--- src/sv/fpa_pkg.sv ---
// ----------------------------------------------------------------------------
// fpa_pkg
// Shared constants, codes and types for the fixed page pool allocator.
// ----------------------------------------------------------------------------
package fpa_pkg;

  // Pool geometry
  localparam int POOL_PAGES = 17;
  localparam int PAGE_SHIFT = 13;
  localparam int PAGE_BYTES = 1 << PAGE_SHIFT;
  localparam int ADDR_W     = 32;
  localparam int IDX_W      = 5;
  localparam int CNT_W      = 5;
  localparam int CMD_W      = 2;
  localparam int STAT_W     = 2;

  localparam logic [ADDR_W-1:0] POOL_BASE_RST = 32'h2000_0000;

  // Request codes (the spare code behaves as a report)
  localparam logic [CMD_W-1:0] CMD_ALLOC  = 2'd0;
  localparam logic [CMD_W-1:0] CMD_FREE   = 2'd1;
  localparam logic [CMD_W-1:0] CMD_REPORT = 2'd2;
  localparam logic [CMD_W-1:0] CMD_SPARE  = 2'd3;

  // Result status codes
  localparam logic [STAT_W-1:0] ST_OK       = 2'd0;
  localparam logic [STAT_W-1:0] ST_NO_MEM   = 2'd1;
  localparam logic [STAT_W-1:0] ST_BAD_ADDR = 2'd2;

  localparam int IN_DATA_W  = 40;
  localparam int OUT_DATA_W = 56;

  // Lookup results from the page finder
  typedef struct packed {
    logic             alloc_hit;
    logic [IDX_W-1:0] alloc_idx;
    logic             free_hit;
    logic [IDX_W-1:0] free_idx;
  } find_t;

  // One result
  typedef struct packed {
    logic [IDX_W-1:0]  high_mark;
    logic [CNT_W-1:0]  used_pages;
    logic [CNT_W-1:0]  free_pages;
    logic [IDX_W-1:0]  page_number;
    logic [ADDR_W-1:0] granted_address;
    logic [STAT_W-1:0] status;
  } result_t;

endpackage

--- src/sv/fixed_page_pool_allocator_core.sv ---
// ----------------------------------------------------------------------------
// fixed_page_pool_allocator_core
// Allocates and frees equal-size pages laid out from a programmable base.
//
//   Channel | Direction | tdata fields (low bit up)             | tuser
//   in_     | slave     | command, page_address                 | -
//   out_    | master    | status, granted_address, page_number, | -
//           |           | free_pages, used_pages, high_mark     |
//   cfg_    | write     | pool_base                             | -
//
// One request per cycle sustained while out_tready is high; a request reaches
// out_tvalid via the input and then the result register. Pool state updates
// as a request moves from the input register into the result register.
// Reset leaves every page free, high mark zero and base 0x2000_0000.
// A stall on out_tready holds the result register; in_tready drops once the
// input register also holds a request.
// ----------------------------------------------------------------------------
module fixed_page_pool_allocator_core (
  input  logic        clk,
  input  logic        rst_n,
  input  logic        in_tvalid,
  output logic        in_tready,
  input  logic [39:0] in_tdata,   // command[1:0], page_address[33:2], zero pad
  output logic        out_tvalid,
  input  logic        out_tready,
  output logic [55:0] out_tdata,  // status[1:0], granted_address[33:2],
                                  // page_number[38:34], free_pages[43:39],
                                  // used_pages[48:44], high_mark[53:49], pad
  input  logic        cfg_wr_en,
  input  logic [31:0] cfg_wr_data
);

  logic [fpa_pkg::ADDR_W-1:0]     pool_base_r;
  logic                           s1_valid_r;
  logic [fpa_pkg::CMD_W-1:0]      s1_cmd_r;
  logic [fpa_pkg::ADDR_W-1:0]     s1_addr_r;
  logic                           out_valid_r;
  fpa_pkg::result_t               out_res_r;
  logic                           advance;
  logic [fpa_pkg::POOL_PAGES-1:0] free_mask;
  fpa_pkg::find_t                 find;
  fpa_pkg::result_t               result;

  // Handshake: stage 1 moves on when the result register is empty or being read
  assign advance   = s1_valid_r && (!out_valid_r || out_tready);
  assign in_tready = !s1_valid_r || advance;

  // Base address register
  always_ff @(posedge clk) begin
    if (!rst_n) begin
      pool_base_r <= fpa_pkg::POOL_BASE_RST;
    end else if (cfg_wr_en) begin
      pool_base_r <= cfg_wr_data;
    end
  end

  // Input register
  always_ff @(posedge clk) begin
    if (!rst_n) begin
      s1_valid_r <= 1'b0;
    end else if (in_tready) begin
      s1_valid_r <= in_tvalid;
    end
  end

  always_ff @(posedge clk) begin
    if (in_tready && in_tvalid) begin
      s1_cmd_r  <= in_tdata[1:0];
      s1_addr_r <= in_tdata[33:2];
    end
  end

  fpa_page_find u_find (
    .free_mask    (free_mask),
    .pool_base    (pool_base_r),
    .page_address (s1_addr_r),
    .find         (find)
  );

  fpa_pool_state u_state (
    .clk       (clk),
    .rst_n     (rst_n),
    .step      (advance),
    .command   (s1_cmd_r),
    .pool_base (pool_base_r),
    .find      (find),
    .free_mask (free_mask),
    .result    (result)
  );

  // Result register
  always_ff @(posedge clk) begin
    if (!rst_n) begin
      out_valid_r <= 1'b0;
    end else if (!out_valid_r || out_tready) begin
      out_valid_r <= s1_valid_r;
    end
  end

  always_ff @(posedge clk) begin
    if (advance) begin
      out_res_r <= result;
    end
  end

  assign out_tvalid = out_valid_r;
  assign out_tdata  = {2'b00, out_res_r};

endmodule

--- src/sv/fpa_page_find.sv ---
// ----------------------------------------------------------------------------
// fpa_page_find
// Lowest free page search and page-aligned address match.
// ----------------------------------------------------------------------------
module fpa_page_find (
  input  logic [fpa_pkg::POOL_PAGES-1:0] free_mask,
  input  logic [fpa_pkg::ADDR_W-1:0]     pool_base,
  input  logic [fpa_pkg::ADDR_W-1:0]     page_address,
  output fpa_pkg::find_t                 find
);

  logic [fpa_pkg::ADDR_W-1:0] offset;

  // Offsets never wrap inside the pool, so at most one page can match
  assign offset = page_address - pool_base;

  always_comb begin
    // Priority encode: lowest set bit wins
    find.alloc_hit = |free_mask;
    find.alloc_idx = '0;
    for (int i = fpa_pkg::POOL_PAGES - 1; i >= 0; i--) begin
      if (free_mask[i]) begin
        find.alloc_idx = fpa_pkg::IDX_W'(i);
      end
    end
    // Page-aligned match against the pool span
    find.free_hit = (offset[fpa_pkg::PAGE_SHIFT-1:0] == '0) &&
                    (offset[fpa_pkg::ADDR_W-1:fpa_pkg::PAGE_SHIFT] <
                     (fpa_pkg::ADDR_W-fpa_pkg::PAGE_SHIFT)'(fpa_pkg::POOL_PAGES));
    find.free_idx = offset[fpa_pkg::PAGE_SHIFT+fpa_pkg::IDX_W-1:fpa_pkg::PAGE_SHIFT];
  end

endmodule

--- src/sv/fpa_pool_state.sv ---
// ----------------------------------------------------------------------------
// fpa_pool_state
// Free mask and high-water registers, state update and result assembly.
// ----------------------------------------------------------------------------
module fpa_pool_state (
  input  logic                       clk,
  input  logic                       rst_n,
  input  logic                       step,
  input  logic [fpa_pkg::CMD_W-1:0]  command,
  input  logic [fpa_pkg::ADDR_W-1:0] pool_base,
  input  fpa_pkg::find_t             find,
  output logic [fpa_pkg::POOL_PAGES-1:0] free_mask,
  output fpa_pkg::result_t           result
);

  logic [fpa_pkg::POOL_PAGES-1:0] free_mask_r, free_mask_nxt;
  logic [fpa_pkg::IDX_W-1:0]      high_r, high_nxt;
  logic [fpa_pkg::CNT_W-1:0]      nfree;
  logic [fpa_pkg::STAT_W-1:0]     res_status;
  logic [fpa_pkg::ADDR_W-1:0]     res_granted;
  logic [fpa_pkg::IDX_W-1:0]      res_page;

  assign free_mask = free_mask_r;

  // Request decode and next state
  always_comb begin
    free_mask_nxt = free_mask_r;
    high_nxt      = high_r;
    res_status    = fpa_pkg::ST_OK;
    res_granted   = '0;
    res_page      = '0;
    case (command)
      fpa_pkg::CMD_ALLOC: begin
        if (find.alloc_hit) begin
          free_mask_nxt[find.alloc_idx] = 1'b0;
          if (find.alloc_idx > high_r) begin
            high_nxt = find.alloc_idx;
          end
          res_granted = pool_base +
            {{(fpa_pkg::ADDR_W-fpa_pkg::IDX_W-fpa_pkg::PAGE_SHIFT){1'b0}},
             find.alloc_idx, {fpa_pkg::PAGE_SHIFT{1'b0}}};
          res_page = find.alloc_idx;
        end else begin
          res_status = fpa_pkg::ST_NO_MEM;
        end
      end
      fpa_pkg::CMD_FREE: begin
        if (find.free_hit) begin
          free_mask_nxt[find.free_idx] = 1'b1;
          res_page = find.free_idx;
        end else begin
          res_status = fpa_pkg::ST_BAD_ADDR;
        end
      end
      default: begin
      end
    endcase
  end

  // Free page count after this request
  always_comb begin
    nfree = '0;
    for (int i = 0; i < fpa_pkg::POOL_PAGES; i++) begin
      nfree = nfree + fpa_pkg::CNT_W'(free_mask_nxt[i]);
    end
  end

  // Result assembly
  always_comb begin
    result.status          = res_status;
    result.granted_address = res_granted;
    result.page_number     = res_page;
    result.free_pages      = nfree;
    result.used_pages      = fpa_pkg::CNT_W'(fpa_pkg::POOL_PAGES) - nfree;
    result.high_mark       = high_nxt;
  end

  // State registers
  always_ff @(posedge clk) begin
    if (!rst_n) begin
      free_mask_r <= '1;
      high_r      <= '0;
    end else if (step) begin
      free_mask_r <= free_mask_nxt;
      high_r      <= high_nxt;
    end
  end

endmodule
--- config.mk ---
export PLATFORM = sky130hd
export DESIGN_NAME = fixed_page_pool_allocator_core
export DESIGN_NICKNAME = d
export VERILOG_FILES = /design/src/sv/fpa_pkg.sv /design/src/sv/fixed_page_pool_allocator_core.sv /design/src/sv/fpa_page_find.sv /design/src/sv/fpa_pool_state.sv
export SDC_FILE = /design/constraint.sdc
export NUM_CORES = 1
export LEC_CHECK = 0
export BUFFER_PORTS_ARGS = -buffer_cell sky130_fd_sc_hd__buf_2
export CAP_MARGIN = 25
export CORE_MARGIN = 2
export CORE_UTILIZATION = 52
export DETAILED_ROUTE_END_ITERATION = 8
export GPL_TIMING_DRIVEN = 0
export HOLD_SLACK_MARGIN = 0.03
export PLACE_DENSITY_LB_ADDON = 0.3
export SLEW_MARGIN = 10
export SYNTH_ARGS = -nofsm -noshare
export SYNTH_HDL_FRONTEND = slang
export SYNTH_SLANG_ARGS = --single-unit
--- constraint.sdc ---
create_clock -name clk -period 10.22 [get_ports clk]
set_clock_uncertainty 0.1 [all_clocks]
set_input_delay 1.022 -clock clk [delete_from_list [all_inputs] [get_ports clk]]
set_output_delay 1.022 -clock clk [all_outputs]
set_load 0.005 [all_outputs]
==> out/summary.json <==
{
  "run_status": {"value": "finished, final reports clean"},
  "period_minus_ws_final": {"value": 8430, "unit": "ps"},
  "reg2reg_depth": {"value": 27},
  "synth.yosys.seq_area_share": {"value": 41.5, "unit": "%"},
  "post_cts_resize_count": {"value": 0},
  "timing.critical_path.to": {"value": "out_tdata[47]"},
  "dr.first_iter.drc_count": {"value": 697},
  "critical-path-max-stage-delay": {"value": 680, "unit": "ps"},
  "synthesis.instances": {"value": 981},
  "drt_pass1_iterations": {"value": 5},
  "holdCritPathClass": {"value": "reg2reg"},
  "rsz0062_at_grt": {"value": "no"},
  "die_w": {"value": 136, "unit": "um"},
  "final_hold_viol_count": {"value": 0},
  "peak_supply_drop": {"value": 0.119, "unit": "mV"},
  "cts_hold_bufs": {"value": 0},
  "crit_path_frequent_cell": {"value": "sky130_fd_sc_hd__fa_1"},
  "initial_utilization": {"value": 52.6, "unit": "%"},
  "crit_arrival": {"value": 8500, "unit": "ps"},
  "core_area": {"value": 17100, "unit": "sq um"},
  "seqPwrFrac": {"value": 40.6, "unit": "%"},
  "path_max_fanout": {"value": 10},
  "place_congestion": {"value": 1.03},
  "cp_num_cells": {"value": 27},
  "critical-path-slowest-cell": {"value": "sky130_fd_sc_hd__nor4_1"},
  "htree_levels": {"value": 4},
  "postCtsSetupRepairBufs": {"value": 0},
  "synthArstFlopShare": {"value": 0, "unit": "%"},
  "yosys-top-cells-area": {"value": "sky130_fd_sc_hd__edfxtp_1, sky130_fd_sc_hd__dfxtp_1, sky130_fd_sc_hd__ha_1"},
  "path_clk_slew": {"value": 60, "unit": "ps"},
  "gr-usage-all-layers": {"value": 27.2, "unit": "%"},
  "syn_area": {"value": 9010, "unit": "sq um"},
  "slew_viol_final": {"value": 0},
  "power_switching": {"value": 0.484, "unit": "mW"},
  "first_pass_grt_wire_length": {"value": 38800, "unit": "um"},
  "detail_route.drc_violations": {"value": 0},
  "timing.critical_path.max_delay_family": {"value": "adder cells"},
  "globalRoute.totalOverflow": {"value": 0},
  "regArea": {"value": 3730, "unit": "sq um"},
  "number_of_buffer_cells_added_on_primary_ports": {"value": 124},
  "worst_r2r_endpoint": {"value": "out_tdata[47]"},
  "clock_insertion_delay_worst_skew": {"value": 430, "unit": "ps"},
  "floorplan.die.height": {"value": 136, "unit": "um"},
  "antenna_violating_nets_post_route": {"value": 0},
  "cts_root_buf": {"value": "sky130_fd_sc_hd__clkbuf_16"},
  "multiInputGateArea": {"value": 4820, "unit": "sq um"},
  "maxClockFrequency": {"value": 119, "unit": "MHz"},
  "design.portCount": {"value": 135},
  "yosysUniqueCellTypes": {"value": 81},
  "tritoncts_clock_tree": {"value": "done"},
  "nFillCells": {"value": 1488},
  "grt_max_degree": {"value": 42},
  "wl_per_cell": {"value": 17.7, "unit": "um"},
  "post-synth-top-area-cell": {"value": "sky130_fd_sc_hd__edfxtp_1"},
  "vias": {"value": 7891},
  "power_switching_share": {"value": 29.8, "unit": "%"},
  "worst-endpoint-required": {"value": 10290, "unit": "ps"},
  "yosys_register_bits": {"value": 143},
  "maxCapViolCount": {"value": 0},
  "yosys_most_used_dff": {"value": "sky130_fd_sc_hd__edfxtp_1"},
  "synthDominantCellAreaShare": {"value": 29.0, "unit": "%"},
  "power_per_unit_of_standard_cell_area": {"value": 154, "unit": "nW/um^2"},
  "antenna_diode_count": {"value": 0},
  "p_clk_share": {"value": 38.2, "unit": "%"},
  "cts.sinks": {"value": 143},
  "critPathLaunchType": {"value": "flop"},
  "vias_in_the_first_global_route": {"value": 7634},
  "average_cell_area_after_synthesis": {"value": 9.18, "unit": "sq um"},
  "setup_total_negative_slack": {"value": 0, "unit": "ps"},
  "worstMarginPinSlew": {"value": 946, "unit": "ps"},
  "placementRows": {"value": 48},
  "critPathKind": {"value": "reg2reg"},
  "regToRegStartpoint": {"value": "pool_base_r[2]"},
  "crit_buf_inv": {"value": 5},
  "finalNetCount": {"value": 1264},
  "detailedPlacementHpwl": {"value": 18700, "unit": "um"},
  "share_comb_of_total_power": {"value": 21.2, "unit": "%"},
  "detail_route.vias_per_cell": {"value": 5.78},
  "worst_setup_path_startpoint": {"value": "pool_base_r[2]"},
  "maxSlewHeadroom": {"value": 36.5, "unit": "%"},
  "period_share": {"value": 82.5, "unit": "%"},
  "synth_enable_flop_cells": {"value": 87},
  "finalSetupViolations": {"value": 0},
  "critical_path.endpoint_type": {"value": "flop"},
  "routed_wirelength": {"value": 24200, "unit": "um"},
  "syn2layout_area_growth": {"value": 17.0, "unit": "%"},
  "worst_case_clock_buffer_depth": {"value": 2},
  "drive_above_1_share": {"value": 17.5, "unit": "%"},
  "yosys_warnings": {"value": 0},
  "tritoncts.num_buffers": {"value": 17},
  "die_area": {"value": 18400, "unit": "sq um"},
  "minimum_setup_slack_among_reg_to_reg_paths": {"value": 1790, "unit": "ps"},
  "totalPowerFinal": {"value": 1.62, "unit": "mW"},
  "internal-power": {"value": 1.14, "unit": "mW"},
  "total_leakage_power": {"value": 4.13, "unit": "nW"},
  "grt_antenna_before_repair": {"value": 1}
}
==> Yosys cell counts (5+ instances only) <==
library cell	number
sky130_fd_sc_hd__mux2i_1	32
sky130_fd_sc_hd__or2_2	8
sky130_fd_sc_hd__o21ai_0	60
sky130_fd_sc_hd__o31ai_1	5
sky130_fd_sc_hd__xnor2_1	26
sky130_fd_sc_hd__o21ai_1	6
sky130_fd_sc_hd__nand2_1	87
sky130_fd_sc_hd__or3_1	12
sky130_fd_sc_hd__edfxtp_1	87
sky130_fd_sc_hd__nand4_1	17
sky130_fd_sc_hd__clkbuf_1	25
sky130_fd_sc_hd__buf_2	5
sky130_fd_sc_hd__fa_1	12
sky130_fd_sc_hd__a211oi_1	9
sky130_fd_sc_hd__nor2b_1	11
sky130_fd_sc_hd__a31oi_1	6
sky130_fd_sc_hd__o2111ai_1	5
sky130_fd_sc_hd__xor2_1	11
sky130_fd_sc_hd__a21o_1	11
sky130_fd_sc_hd__and2_1	8
sky130_fd_sc_hd__buf_6	5
sky130_fd_sc_hd__o211ai_1	7
sky130_fd_sc_hd__a21oi_1	46
sky130_fd_sc_hd__nand2b_1	12
sky130_fd_sc_hd__nor4_1	9
sky130_fd_sc_hd__o21a_1	16
sky130_fd_sc_hd__inv_1	67
sky130_fd_sc_hd__o21bai_1	6
sky130_fd_sc_hd__and3_1	6
sky130_fd_sc_hd__nand3_1	28
sky130_fd_sc_hd__ha_1	48
sky130_fd_sc_hd__nor2_1	127
sky130_fd_sc_hd__dfxtp_1	56
sky130_fd_sc_hd__nor3_1	27
==> registers in the layout, summed over array words and instances (netlist names) <==
name	flops
s1_valid_r	1
u_state.high_r	5
pool_base_r	32
out_tdata	53
s1_cmd_r	2
u_state.free_mask	17
out_tvalid	1
s1_addr_r	32
==> worst min path at each step <==
stage / from / endpoint / slack, ps / depth (start not counted)
3_3_place_gp: pool_base_r[3] / pool_base_r[3] / 370 / 2
2_1_floorplan: u_state.high_r[1] / u_state.high_r[1] / 360 / 2
6_report: pool_base_r[5] / pool_base_r[5] / 390 / 2
5_1_grt: pool_base_r[11] / pool_base_r[11] / 430 / 2
3_5_place_dp: u_state.high_r[4] / u_state.high_r[4] / 380 / 2
4_1_cts: u_state.high_r[4] / u_state.high_r[4] / 390 / 2
==> cell families (layout without fill, tap and decap cells) <==
kind of cell | count (synthesis) | in the layout | synth area share [%]
and+or+nand+nor | 379 | 379 | 20.5
AOI/OAI and AO/OA | 220 | 220 | 16.2
DFF | 143 | 143 | 41.5
buffers and inverters | 107 | 265 | 5.07
adders and majority gates | 60 | 60 | 9.34
xor gates and xnor gates | 37 | 37 | 3.60
muxes | 34 | 34 | 3.81
other | 1 | 2 | 0.0416
==> area by class of cell <==
class                      instances  area share, %
buffer                            39           1.91
clock buffer                      17           4.04
clock inverter                    15           1.51
inverter                          68           2.43
multi-input combinational        732           45.7
sequential                       143           35.4
tap                              225           2.67
timing repair buffer             126           6.27
==> per-layer routing <==
| layer | global-route usage, % | vias up | wire (um) |
|---|---|---|---|
| met5 | 0 | - | 0 |
| met4 | 8.91 | 0 | 530 |
| met3 | 4.98 | 34 | 1390 |
| met2 | 45.3 | 267 | 11600 |
| met1 | 35.9 | 3761 | 10600 |
| li1 | - | 3829 | - |
==> layout by cell type, fill, tap and decap left out, types with 4 or more instances in the layout <==
| cell type | netlist | final |
|---|---|---|
| sky130_fd_sc_hd__buf_2 | 5 | 129 |
| sky130_fd_sc_hd__nor2_1 | 127 | 127 |
| sky130_fd_sc_hd__nand2_1 | 87 | 87 |
| sky130_fd_sc_hd__edfxtp_1 | 87 | 87 |
| sky130_fd_sc_hd__inv_1 | 67 | 67 |
| sky130_fd_sc_hd__o21ai_0 | 60 | 60 |
| sky130_fd_sc_hd__dfxtp_1 | 56 | 56 |
| sky130_fd_sc_hd__ha_1 | 48 | 48 |
| sky130_fd_sc_hd__a21oi_1 | 46 | 46 |
| sky130_fd_sc_hd__mux2i_1 | 32 | 32 |
| sky130_fd_sc_hd__nand3_1 | 28 | 28 |
| sky130_fd_sc_hd__nor3_1 | 27 | 27 |
| sky130_fd_sc_hd__xnor2_1 | 26 | 26 |
| sky130_fd_sc_hd__clkbuf_1 | 25 | 25 |
| sky130_fd_sc_hd__nand4_1 | 17 | 17 |
| sky130_fd_sc_hd__clkbuf_16 | 0 | 17 |
| sky130_fd_sc_hd__o21a_1 | 16 | 16 |
| sky130_fd_sc_hd__nand2b_1 | 12 | 12 |
| sky130_fd_sc_hd__or3_1 | 12 | 12 |
| sky130_fd_sc_hd__fa_1 | 12 | 12 |
| sky130_fd_sc_hd__a21o_1 | 11 | 11 |
| sky130_fd_sc_hd__nor2b_1 | 11 | 11 |
| sky130_fd_sc_hd__xor2_1 | 11 | 11 |
| sky130_fd_sc_hd__a211oi_1 | 9 | 9 |
| sky130_fd_sc_hd__nor4_1 | 9 | 9 |
| sky130_fd_sc_hd__or2_2 | 8 | 8 |
| sky130_fd_sc_hd__and2_1 | 8 | 7 |
| sky130_fd_sc_hd__o211ai_1 | 7 | 7 |
| sky130_fd_sc_hd__o21ai_1 | 6 | 6 |
| sky130_fd_sc_hd__and3_1 | 6 | 6 |
| sky130_fd_sc_hd__a31oi_1 | 6 | 6 |
| sky130_fd_sc_hd__o21bai_1 | 6 | 6 |
| sky130_fd_sc_hd__buf_6 | 5 | 5 |
| sky130_fd_sc_hd__o2111ai_1 | 5 | 5 |
| sky130_fd_sc_hd__o31ai_1 | 5 | 5 |
| sky130_fd_sc_hd__clkinv_2 | 0 | 4 |
| sky130_fd_sc_hd__inv_6 | 0 | 4 |
==> stage by stage <==
stage / hold slack [ps] / cells / worst slack [ps] / cell area [sq um] / utilization (%)
6_report: 394 / 1365 / 1790 / 10500 / 61.6
5_1_grt: 427 / 1365 / 1270 / 10500 / 61.6
3_5_place_dp: 383 / 1333 / 1880 / 9950 / 58.2
3_3_place_gp: 373 / 1331 / 1940 / 9910 / 57.9
4_1_cts: 395 / 1365 / 1850 / 10500 / 61.6
2_1_floorplan: 358 / 982 / 2990 / 9010 / -
==> worst reg2reg max path: stages (launching register included) <==
cell	delay, ps
sky130_fd_sc_hd__dfxtp_1	330
sky130_fd_sc_hd__inv_1	70
sky130_fd_sc_hd__ha_1	340
sky130_fd_sc_hd__nor2_1	80
sky130_fd_sc_hd__a211oi_1	600
sky130_fd_sc_hd__o2111ai_1	280
sky130_fd_sc_hd__a31oi_1	470
sky130_fd_sc_hd__a311oi_1	200
sky130_fd_sc_hd__xnor2_1	170
sky130_fd_sc_hd__nor4_1	390
sky130_fd_sc_hd__nand4b_1	140
sky130_fd_sc_hd__nor4_1	680
sky130_fd_sc_hd__buf_2	390
sky130_fd_sc_hd__nand3_1	110
sky130_fd_sc_hd__nand2_1	100
sky130_fd_sc_hd__ha_1	240
sky130_fd_sc_hd__fa_1	510
sky130_fd_sc_hd__fa_1	540
sky130_fd_sc_hd__inv_1	50
sky130_fd_sc_hd__fa_1	530
sky130_fd_sc_hd__inv_1	50
sky130_fd_sc_hd__fa_1	430
sky130_fd_sc_hd__ha_1	240
sky130_fd_sc_hd__fa_1	420
sky130_fd_sc_hd__xor2_1	290
sky130_fd_sc_hd__inv_1	80
sky130_fd_sc_hd__ha_1	210
sky130_fd_sc_hd__xnor2_1	120
==> power groups by stage <==
stage / clock, mW / sequential (mW) / combinational, mW
floorplan: 0 / 0.671 / 0.235
global placement: 0 / 0.672 / 0.330
detailed placement: 0 / 0.672 / 0.338
CTS: 0.627 / 0.659 / 0.340
global route: 0.646 / 0.662 / 0.380
finish: 0.620 / 0.659 / 0.344
Power figures use the tool's default switching activity.
